==> src/rtl/rpcmh_pkg.sv <==
// Shared types, constants and decode helpers for the RPC message header parser.
package rpcmh_pkg;

	localparam int unsigned MAX_MSG_BYTES_DEF = 65536;

	localparam int unsigned BYTE_W  = 8;
	localparam int unsigned CODE_W  = 5;
	localparam int unsigned VALUE_W = 32;
	localparam int unsigned LEFT_W  = 17;
	localparam int unsigned CONS_W  = 33;
	localparam int unsigned OPQ_W   = 32;
	localparam int unsigned ACC_W   = 24;

	// address prefix length and the only RPC version decoded
	localparam logic [3:0]        PREFIX_LEN = 4'd12;
	localparam logic [VALUE_W-1:0] RPC_VERS  = 32'd2;

	// message type, reply status, accept status, reject status
	localparam logic [VALUE_W-1:0] MT_CALL       = 32'd0;
	localparam logic [VALUE_W-1:0] MT_REPLY      = 32'd1;
	localparam logic [VALUE_W-1:0] MS_ACCEPTED   = 32'd0;
	localparam logic [VALUE_W-1:0] MS_DENIED     = 32'd1;
	localparam logic [VALUE_W-1:0] AS_SUCCESS    = 32'd0;
	localparam logic [VALUE_W-1:0] AS_PROG_MISM  = 32'd2;
	localparam logic [VALUE_W-1:0] RS_RPC_MISM   = 32'd0;
	localparam logic [VALUE_W-1:0] RS_AUTH_ERROR = 32'd1;

	localparam logic [CODE_W-1:0] FC_END = 5'd29;

	typedef enum logic [4:0] {
		PH_PRE1     = 5'd0,
		PH_HOST     = 5'd1,
		PH_PRE2     = 5'd2,
		PH_LHOST    = 5'd3,
		PH_PORT     = 5'd4,
		PH_LPORT    = 5'd5,
		PH_XID      = 5'd6,
		PH_MTYPE    = 5'd7,
		PH_RPCVERS  = 5'd8,
		PH_PROG     = 5'd9,
		PH_VERS     = 5'd10,
		PH_PROC     = 5'd11,
		PH_CFLAV    = 5'd12,
		PH_CCNT     = 5'd13,
		PH_CDATA    = 5'd14,
		PH_VFLAV    = 5'd15,
		PH_VCNT     = 5'd16,
		PH_VDATA    = 5'd17,
		PH_ARGS     = 5'd18,
		PH_STAT     = 5'd19,
		PH_AVFLAV   = 5'd20,
		PH_AVCNT    = 5'd21,
		PH_AVDATA   = 5'd22,
		PH_ASTAT    = 5'd23,
		PH_RESULTS  = 5'd24,
		PH_PLOW     = 5'd25,
		PH_PHIGH    = 5'd26,
		PH_RSTAT    = 5'd27,
		PH_RLOW     = 5'd28,
		PH_RHIGH    = 5'd29,
		PH_AUTHSTAT = 5'd30
	} ph_t;

	// field code reported for each phase: prefixes and host share code 0
	function automatic logic [CODE_W-1:0] phase_code(input logic [4:0] p);
		logic [CODE_W-1:0] c;
		c = (p >= 5'd3) ? p - 5'd2 : 5'd0;
		return c;
	endfunction

	// word size in bytes, 0 for phases that are not big-endian words
	function automatic logic [2:0] phase_size(input logic [4:0] p);
		logic [2:0] s;
		case (p)
			PH_PRE1, PH_PRE2, PH_CDATA, PH_VDATA, PH_AVDATA,
			PH_ARGS, PH_RESULTS, 5'd31: s = 3'd0;
			PH_PORT, PH_LPORT: s = 3'd2;
			default: s = 3'd4;
		endcase
		return s;
	endfunction

endpackage

==> src/rtl/rpcmh_in_if.sv <==
// Byte request channel into the parser: valid/ready with data byte and last mark.
interface rpcmh_in_if import rpcmh_pkg::*; ();
	logic              valid;
	logic              ready;
	logic [BYTE_W-1:0] data_byte;
	logic              last_byte;

	modport source (output valid, output data_byte, output last_byte, input ready);
	modport sink (input valid, input data_byte, input last_byte, output ready);
endinterface

==> src/rtl/rpcmh_out_if.sv <==
// Field request channel out of the parser: valid/ready with the decoded field.
interface rpcmh_out_if import rpcmh_pkg::*; ();
	logic                     valid;
	logic                     ready;
	logic [CODE_W-1:0]        field_code;
	logic [VALUE_W-1:0]       field_value;
	logic                     end_of_message;
	logic signed [LEFT_W-1:0] leftover;

	modport source (output valid, output field_code, output field_value,
		output end_of_message, output leftover, input ready);
	modport sink (input valid, input field_code, input field_value,
		input end_of_message, input leftover, output ready);
endinterface

==> src/rtl/rpc_message_header_parser.sv <==
// RPC message header parser: skips address prefixes, decodes call/reply header fields.
//
// Usage:
//   msg : byte requests in (data_byte, last_byte), valid/ready handshake.
//   fld : field requests out (field_code, field_value, end_of_message,
//         leftover), valid/ready handshake.
//   A byte is accepted whenever valid and ready are both high. It lands in
//   an input register; one pass of decode logic updates the parse state and
//   loads the result register once that register is free, so a field reaches
//   fld through the input and result registers. One byte per cycle is sustained
//   while fld takes each result; the only limit is the single result register on fld.
//   Bytes that finish nothing (prefix, partial words, pad) give no request
//   unless they carry last_byte, which always gives one request (code 29 if
//   nothing else), with leftover = received minus consumed, clamped.
//   When fld stalls, a byte that needs a result waits in the input register
//   and msg.ready drops; bytes that give no result keep flowing through.
//   After the last byte every counter and the phase return to their reset
//   values. arst_n clears the parse state and both valid flags at once.
module rpc_message_header_parser
	import rpcmh_pkg::*;
#(
	parameter int unsigned MAX_MSG_BYTES = MAX_MSG_BYTES_DEF
) (
	input  logic        clk,
	input  logic        arst_n,
	rpcmh_in_if.sink    msg,
	rpcmh_out_if.source fld
);

	localparam int unsigned RCV_W = $clog2(MAX_MSG_BYTES + 1);
	localparam int unsigned DIF_W = CONS_W + 2;
	localparam logic [RCV_W-1:0] RCV_MAX = RCV_W'(MAX_MSG_BYTES);
	localparam logic signed [DIF_W-1:0] LEFT_LO = -DIF_W'(65536);
	localparam logic signed [DIF_W-1:0] LEFT_HI = DIF_W'(65535);

	// input register
	logic              v_s1;
	logic [BYTE_W-1:0] byte_s1;
	logic              last_s1;

	// parse state
	ph_t                ph_q, ph_n;
	logic [1:0]         biw_q, biw_n;
	logic [ACC_W-1:0]   acc_q, acc_n;
	logic [OPQ_W-1:0]   opq_q, opq_n;
	logic [1:0]         pad_q, pad_n;
	logic [CONS_W-1:0]  cons_q, cons_n;
	logic [RCV_W-1:0]   rcv_q, rcv_n;
	logic               stop_q, stop_n;

	// decode results
	logic               have;
	logic [CODE_W-1:0]  code;
	logic [VALUE_W-1:0] val;
	logic [2:0]         size;
	logic [2:0]         biw_inc;
	logic [3:0]         pre_inc;
	logic [CONS_W-1:0]  extra;
	logic [CONS_W:0]    cons_tot;
	logic [DIF_W-1:0]   diff;
	logic signed [DIF_W-1:0] diff_s;
	logic signed [LEFT_W-1:0] left;
	logic [2:0]         size_n;

	logic emit, out_free, advance;

	assign emit     = have || last_s1;
	assign out_free = !fld.valid || fld.ready;
	assign advance  = v_s1 && (!emit || out_free);
	assign msg.ready = !v_s1 || advance;

	// one pass over the state for the byte in the input register
	always_comb begin
		ph_n   = ph_q;
		biw_n  = biw_q;
		acc_n  = acc_q;
		opq_n  = opq_q;
		pad_n  = pad_q;
		cons_n = cons_q;
		stop_n = stop_q;
		have   = 1'b0;
		code   = phase_code(ph_q);
		val    = '0;
		size   = phase_size(ph_q);
		biw_inc = {1'b0, biw_q} + 3'd1;
		pre_inc = opq_q[3:0] + 4'd1;

		rcv_n = (rcv_q < RCV_MAX) ? rcv_q + RCV_W'(1) : rcv_q;

		if (!stop_q) begin
			cons_n = (&cons_q) ? cons_q : cons_q + CONS_W'(1);
			case (ph_q)
				PH_PRE1, PH_PRE2: begin
					if (pre_inc >= PREFIX_LEN) begin
						opq_n = '0;
						ph_n  = ph_t'(ph_q + 5'd1);
					end else begin
						opq_n = OPQ_W'(pre_inc);
					end
				end
				PH_CDATA, PH_VDATA, PH_AVDATA: begin
					if (opq_q != '0) begin
						have  = 1'b1;
						val   = VALUE_W'(byte_s1);
						opq_n = opq_q - OPQ_W'(1);
					end else if (pad_q != 2'd0) begin
						pad_n = pad_q - 2'd1;
					end
					if (opq_n == '0 && pad_n == 2'd0) begin
						ph_n = (ph_q == PH_CDATA) ? PH_VFLAV
							: (ph_q == PH_VDATA) ? PH_ARGS : PH_ASTAT;
					end
				end
				PH_ARGS, PH_RESULTS: begin
					have = 1'b1;
					val  = VALUE_W'(byte_s1);
				end
				default: begin
					if (size == 3'd0) begin
						// no decode defined for this phase
						stop_n = 1'b1;
					end else if (biw_inc >= size) begin
						val   = {acc_q, byte_s1};
						biw_n = 2'd0;
						acc_n = '0;
						have  = 1'b1;
						case (ph_q)
							PH_HOST: begin
								ph_n  = PH_PRE2;
								opq_n = '0;
							end
							PH_MTYPE: begin
								if (val == MT_CALL) ph_n = PH_RPCVERS;
								else if (val == MT_REPLY) ph_n = PH_STAT;
								else stop_n = 1'b1;
							end
							PH_RPCVERS: begin
								if (val == RPC_VERS) ph_n = PH_PROG;
								else stop_n = 1'b1;
							end
							PH_CCNT, PH_VCNT, PH_AVCNT: begin
								opq_n = val;
								pad_n = 2'd0 - val[1:0];
								if (val == '0) begin
									ph_n = (ph_q == PH_CCNT) ? PH_VFLAV
										: (ph_q == PH_VCNT) ? PH_ARGS : PH_ASTAT;
								end else begin
									ph_n = ph_t'(ph_q + 5'd1);
								end
							end
							PH_STAT: begin
								if (val == MS_ACCEPTED) ph_n = PH_AVFLAV;
								else if (val == MS_DENIED) ph_n = PH_RSTAT;
								else stop_n = 1'b1;
							end
							PH_ASTAT: begin
								if (val == AS_SUCCESS) ph_n = PH_RESULTS;
								else if (val == AS_PROG_MISM) ph_n = PH_PLOW;
								else stop_n = 1'b1;
							end
							PH_RSTAT: begin
								if (val == RS_RPC_MISM) ph_n = PH_RLOW;
								else if (val == RS_AUTH_ERROR) ph_n = PH_AUTHSTAT;
								else stop_n = 1'b1;
							end
							PH_PHIGH, PH_RHIGH, PH_AUTHSTAT: stop_n = 1'b1;
							default: ph_n = ph_t'(ph_q + 5'd1);
						endcase
					end else begin
						biw_n = biw_inc[1:0];
						acc_n = {acc_q[ACC_W-9:0], byte_s1};
					end
				end
			endcase
		end

		// bytes still owed by the item in progress, counted as consumed at end
		size_n = phase_size(ph_n);
		if (stop_n) begin
			extra = '0;
		end else if (ph_n == PH_PRE1 || ph_n == PH_PRE2) begin
			extra = (opq_n != '0) ? CONS_W'(PREFIX_LEN - opq_n[3:0]) : '0;
		end else if (ph_n == PH_CDATA || ph_n == PH_VDATA || ph_n == PH_AVDATA) begin
			extra = CONS_W'(opq_n) + CONS_W'(pad_n);
		end else if (size_n != 3'd0 && biw_n != 2'd0) begin
			extra = CONS_W'(size_n - {1'b0, biw_n});
		end else begin
			extra = '0;
		end

		cons_tot = {1'b0, cons_n} + {1'b0, extra};
		diff     = DIF_W'(rcv_n) - {1'b0, cons_tot};
		diff_s   = $signed(diff);
		if (diff_s < LEFT_LO) left = LEFT_LO[LEFT_W-1:0];
		else if (diff_s > LEFT_HI) left = LEFT_HI[LEFT_W-1:0];
		else left = diff_s[LEFT_W-1:0];
	end

	// control: valid flags and parse state
	always_ff @(posedge clk or negedge arst_n) begin
		if (!arst_n) begin
			v_s1      <= 1'b0;
			fld.valid <= 1'b0;
			ph_q      <= PH_PRE1;
			biw_q     <= '0;
			acc_q     <= '0;
			opq_q     <= '0;
			pad_q     <= '0;
			cons_q    <= '0;
			rcv_q     <= '0;
			stop_q    <= 1'b0;
		end else begin
			if (msg.valid && msg.ready) v_s1 <= 1'b1;
			else if (advance) v_s1 <= 1'b0;

			if (advance && emit) fld.valid <= 1'b1;
			else if (fld.ready) fld.valid <= 1'b0;

			if (advance) begin
				if (last_s1) begin
					ph_q   <= PH_PRE1;
					biw_q  <= '0;
					acc_q  <= '0;
					opq_q  <= '0;
					pad_q  <= '0;
					cons_q <= '0;
					rcv_q  <= '0;
					stop_q <= 1'b0;
				end else begin
					ph_q   <= ph_n;
					biw_q  <= biw_n;
					acc_q  <= acc_n;
					opq_q  <= opq_n;
					pad_q  <= pad_n;
					cons_q <= cons_n;
					rcv_q  <= rcv_n;
					stop_q <= stop_n;
				end
			end
		end
	end

	// payload registers
	always_ff @(posedge clk) begin
		if (msg.valid && msg.ready) begin
			byte_s1 <= msg.data_byte;
			last_s1 <= msg.last_byte;
		end
		if (advance && emit) begin
			fld.field_code     <= have ? code : FC_END;
			fld.field_value    <= have ? val : '0;
			fld.end_of_message <= last_s1;
			fld.leftover       <= last_s1 ? left : '0;
		end
	end

endmodule

==> src/flat_wrapper.sv <==
// flat-port wrapper written by rule: the top's interface ports become plain ports
module rpc_message_header_parser_flat import rpcmh_pkg::*;
#(
	parameter int unsigned MAX_MSG_BYTES = MAX_MSG_BYTES_DEF
)
  (clk, arst_n, msg_valid, msg_data_byte, msg_last_byte, msg_ready, fld_valid, fld_field_code, fld_field_value, fld_end_of_message, fld_leftover, fld_ready);
  rpcmh_in_if msg_i ();
  rpcmh_out_if fld_i ();
  input  logic clk;
  input  logic arst_n;
  input wire logic [$bits(msg_i.valid)-1:0] msg_valid;
  input wire logic [$bits(msg_i.data_byte)-1:0] msg_data_byte;
  input wire logic [$bits(msg_i.last_byte)-1:0] msg_last_byte;
  output wire logic [$bits(msg_i.ready)-1:0] msg_ready;
  output wire logic [$bits(fld_i.valid)-1:0] fld_valid;
  output wire logic [$bits(fld_i.field_code)-1:0] fld_field_code;
  output wire logic [$bits(fld_i.field_value)-1:0] fld_field_value;
  output wire logic [$bits(fld_i.end_of_message)-1:0] fld_end_of_message;
  output wire logic [$bits(fld_i.leftover)-1:0] fld_leftover;
  input wire logic [$bits(fld_i.ready)-1:0] fld_ready;
  assign msg_i.valid = msg_valid;
  assign msg_i.data_byte = msg_data_byte;
  assign msg_i.last_byte = msg_last_byte;
  assign msg_ready = msg_i.ready;
  assign fld_valid = fld_i.valid;
  assign fld_field_code = fld_i.field_code;
  assign fld_field_value = fld_i.field_value;
  assign fld_end_of_message = fld_i.end_of_message;
  assign fld_leftover = fld_i.leftover;
  assign fld_i.ready = fld_ready;
  rpc_message_header_parser #(.MAX_MSG_BYTES(MAX_MSG_BYTES)) u_core (.clk(clk), .arst_n(arst_n), .msg(msg_i), .fld(fld_i));
endmodule
==> config.mk <==
export PLATFORM = sky130hd
export DESIGN_NAME = rpc_message_header_parser_flat
export DESIGN_NICKNAME = d
export VERILOG_FILES = /design/src/rtl/rpcmh_pkg.sv /design/src/rtl/rpcmh_in_if.sv /design/src/rtl/rpcmh_out_if.sv /design/src/rtl/rpc_message_header_parser.sv /design/src/flat_wrapper.sv
export SDC_FILE = /design/constraint.sdc
export NUM_CORES = 1
export LEC_CHECK = 0
export BUFFER_PORTS_ARGS = -buffer_cell sky130_fd_sc_hd__buf_2
export CORE_UTILIZATION = 39
export DETAILED_ROUTE_END_ITERATION = 16
export GPL_TIMING_DRIVEN = 0
export SETUP_SLACK_MARGIN = 0.15
export SYNTH_ARGS = -nofsm -noshare
export SYNTH_HDL_FRONTEND = slang
export SYNTH_SLANG_ARGS = --single-unit
==> constraint.sdc <==
create_clock -name clk -period 9.1 [get_ports clk]
set_input_delay 1.82 -clock clk [delete_from_list [all_inputs] [get_ports clk]]
set_output_delay 1.82 -clock clk [all_outputs]
set_load 0.02 [all_outputs]
==> metrics <==
run status finished, violations left; Max-Cap Viols 0; Startpoint Class flip-flop; Tmin final 8.94 ns; DR pass1 iterations 12; final layout net count roughly 2300; Final ANT Viol Nets 0; Critical Path End u_core.fld.leftover[13]$_SDFFCE_PP0P_; Die Footprint around 43000 sq um; Non-Filler Instances around 2700; worst reg2reg path depth 36; vias approximately 17000; final hold vios 0; Post-Route WL between 70000 and 80000 um; number of DRC markers in iteration 0 1800; Die Width around 210 um; Wirelength per Cell 25.9 um; Crit-path slowest cell or4_4; crit path launch u_core.opq_q[4]$_DFFE_PN0P_; #FFs+latches synth about 180; hold path depth 0; Tot GR Track Use between 30% and 40%; Synth Flop Type dfrtp_1; vias in the first global route roughly 17000; Worst Path Required ~9.5 ns; Clock Path Buffers 2; Rows between 70 and 80; DRC 6; Via density between 6 and 7; worst slew pin tran 1.25 ns; Fmax 112 MHz; dpl cells ~2600; Setup crit end kind flip-flop; RSZ-0062 raised after global routing yes; first-pass GRT wire length about 110000 um; clock buffer count from CTS 17; worst-path fanout max 6; syn nets between 2000 and 2500; ant diodes 0; period utilization a little over nine tenths; EDFF count, synth 64; Starting Density 39.8%; FF-to-FF setup slack 0.16 ns; worst reg2reg path endpoint u_core.fld.leftover[13]$_SDFFCE_PP0P_; detailed placement HPWL 52900 um; Hold Crit Class reg2reg; busiest grt layer met2; CTS H-tree lvls 4; GP Congestion about 1.1; CTS tree done; largest net degree at the start of global routing 91; IO Count 70; Slew Limit Headroom roughly 17%; Synth Instances approximately 2000; Die Y between 200 and 250 um; gr ovfl total 0; most frequent cells in the layout nand2_1, dfrtp_1, o21ai_0; violated checks design-rule violations; critical path data arrival time 9.29 ns; clk slew on worst S/H paths around 0.080 ns; synthesized area between 15000 and 20000 sq um; crit-path max cell delay around 0.59 ns; GR Layer Usage met3 around 6.7%; ys async rst share 64.8%; Worst-Skew Late Latency approximately 0.52 ns; IO Port Bufs 69; root buffer cell clkbuf_16; worst clock skew ~0.018 ns; CP Class reg2reg; Slew Limit Fails 0; Clock Sinks 182; final setup vio count 0; Yosys cell types 98; layout cells sized above 1 a little under a quarter; GR Util met2 a little under three fifths; area added between synthesis and finish 25.0%; average size of a mapped cell 8.20 sq um; sequential area share after synthesis between 20% and 30%; Ys Warns 0; origin of the critical flop-to-flop path u_core.opq_q[4]$_DFFE_PN0P_; initial antenna violation count 1; met1 track demand over resource between 40 and 50%; hold_buf cts 0; Core Area around 41000 sq um; commonest non-fill, non-tap cell in the layout nand2_1
==> repair_timing <==
| item | CTS | global route |
|---|---|---|
| endpoints found under the setup margin | 17 | 16 |
| pin swaps | 59 | 56 |
| cloned | 3 | 0 |
| buffers inserted | 70 | 29 |
| resized for setup | 265 | 110 |
==> worst min path at each step <==
stage,end,slack [ns],from
after floorplan,u_core.fld.end_of_message$_DFFE_PP_,0.45,u_core.last_s1$_DFFE_PP_
after global placement,u_core.biw_q[1]$_DFFE_PN0P_,0.49,u_core.biw_q[1]$_DFFE_PN0P_
after detailed placement,u_core.fld.end_of_message$_DFFE_PP_,0.50,u_core.last_s1$_DFFE_PP_
after CTS,u_core.fld.end_of_message$_DFFE_PP_,0.51,u_core.last_s1$_DFFE_PP_
after global routing,u_core.fld.end_of_message$_DFFE_PP_,0.53,u_core.last_s1$_DFFE_PP_
final,u_core.fld.end_of_message$_DFFE_PP_,0.50,u_core.last_s1$_DFFE_PP_
==> kinds of logic (layout without fill, tap and decap cells) <==
| family | Yosys count | after routing | synth area share (%) |
|---|---|---|---|
| adder cells (fa/ha/maj) | 93 | 93 | 8.00 |
| buffers and inverters | 225 | 429 | 5.42 |
| XOR/XNOR | 108 | 108 | 5.79 |
| AO/OA/AOI/OAI | 600 | 600 | 25.4 |
| multiplexers | 27 | 27 | 1.69 |
| AND/OR/NAND/NOR | 756 | 756 | 23.9 |
| flip-flops | 182 | 182 | 29.9 |
==> critical path: cells and delay by family (launching register included) <==
kind / cells / cell delay [ns]
fa+ha+maj: 3 / 1.10
mux: 1 / 0.07
buf+inv: 10 / 1.42
simple gates: 13 / 4.03
flops: 1 / 0.37
xor+xnor: 1 / 0.17
compound gates: 8 / 1.59
==> through the flow <==
| stage | setup TNS [ns] | util [%] | hold WS [ns] | setup slack (ns) | instance area [sq um] |
|---|---|---|---|---|---|
| 3_3_place_gp | -72.35 | 42.3 | 0.487 | -2.63 | 17400 |
| 4_1_cts | 0 | 48.2 | 0.512 | 0.151 | 19800 |
| 6_report | 0 | 49.8 | 0.502 | 0.162 | 20400 |
| 3_5_place_dp | -44.18 | 42.5 | 0.497 | -2.78 | 17400 |
| 5_1_grt | -0.481 | 49.8 | 0.530 | -0.0576 | 20400 |
| 2_1_floorplan | 0 | - | 0.448 | 0.165 | 16400 |
==> cell usage after synthesis, types with 16 or more instances <==
cell type,number,area [sq um]
xnor2_1,64,561
clkbuf_1,110,413
and2_1,27,169
a22oi_1,21,158
nand2_1,228,856
nor4_1,36,225
dfrtp_1,118,2950
nand4_1,31,194
and3_1,46,288
o21ai_0,123,616
xor2_1,44,385
o211ai_1,23,173
nand3_1,67,335
a31oi_1,36,225
inv_1,90,338
nand2b_1,16,100
ha_1,74,926
nor3_1,66,330
nor2_1,116,435
a21o_1,19,143
mux2i_1,22,220
a21oi_1,106,531
or3_1,25,156
o31ai_1,56,420
o22ai_1,21,131
fa_1,19,380
a211oi_1,23,173
edfxtp_1,64,1920
==> per-layer routing <==
layer,vias up,part of all wire (%)
li1,7867,-
met4,2,5.9
met2,804,48
met5,-,0.017
met1,8534,39
met3,230,7.5
==> registers in the layout, summed over array words and instances (netlist names), 2 cells and up <==
signal,count
u_core.biw_q,2
u_core.byte_s1,8
u_core.fld.leftover,17
u_core.rcv_q,17
u_core.acc_q,24
u_core.fld.field_code,5
u_core.opq_q,32
u_core.fld.field_value,32
u_core.pad_q,2
u_core.cons_q,33
u_core.ph_q,5
==> final cells by class <==
type                            count  area [sq um]
Buffer                            132           752
Clock buffer                       17           425
Clock inverter                     15           161
Fill cell                        3895         20600
Inverter                           92           358
Multi-Input combinational cell   1584         11900
Sequential cell                   182          4880
Tap cell                          532           666
Timing Repair Buffer              173          1230
Power is left out: the tool's default activity adds up to more than one toggle a clock period on the data nets, which glitch-free logic cannot reach.
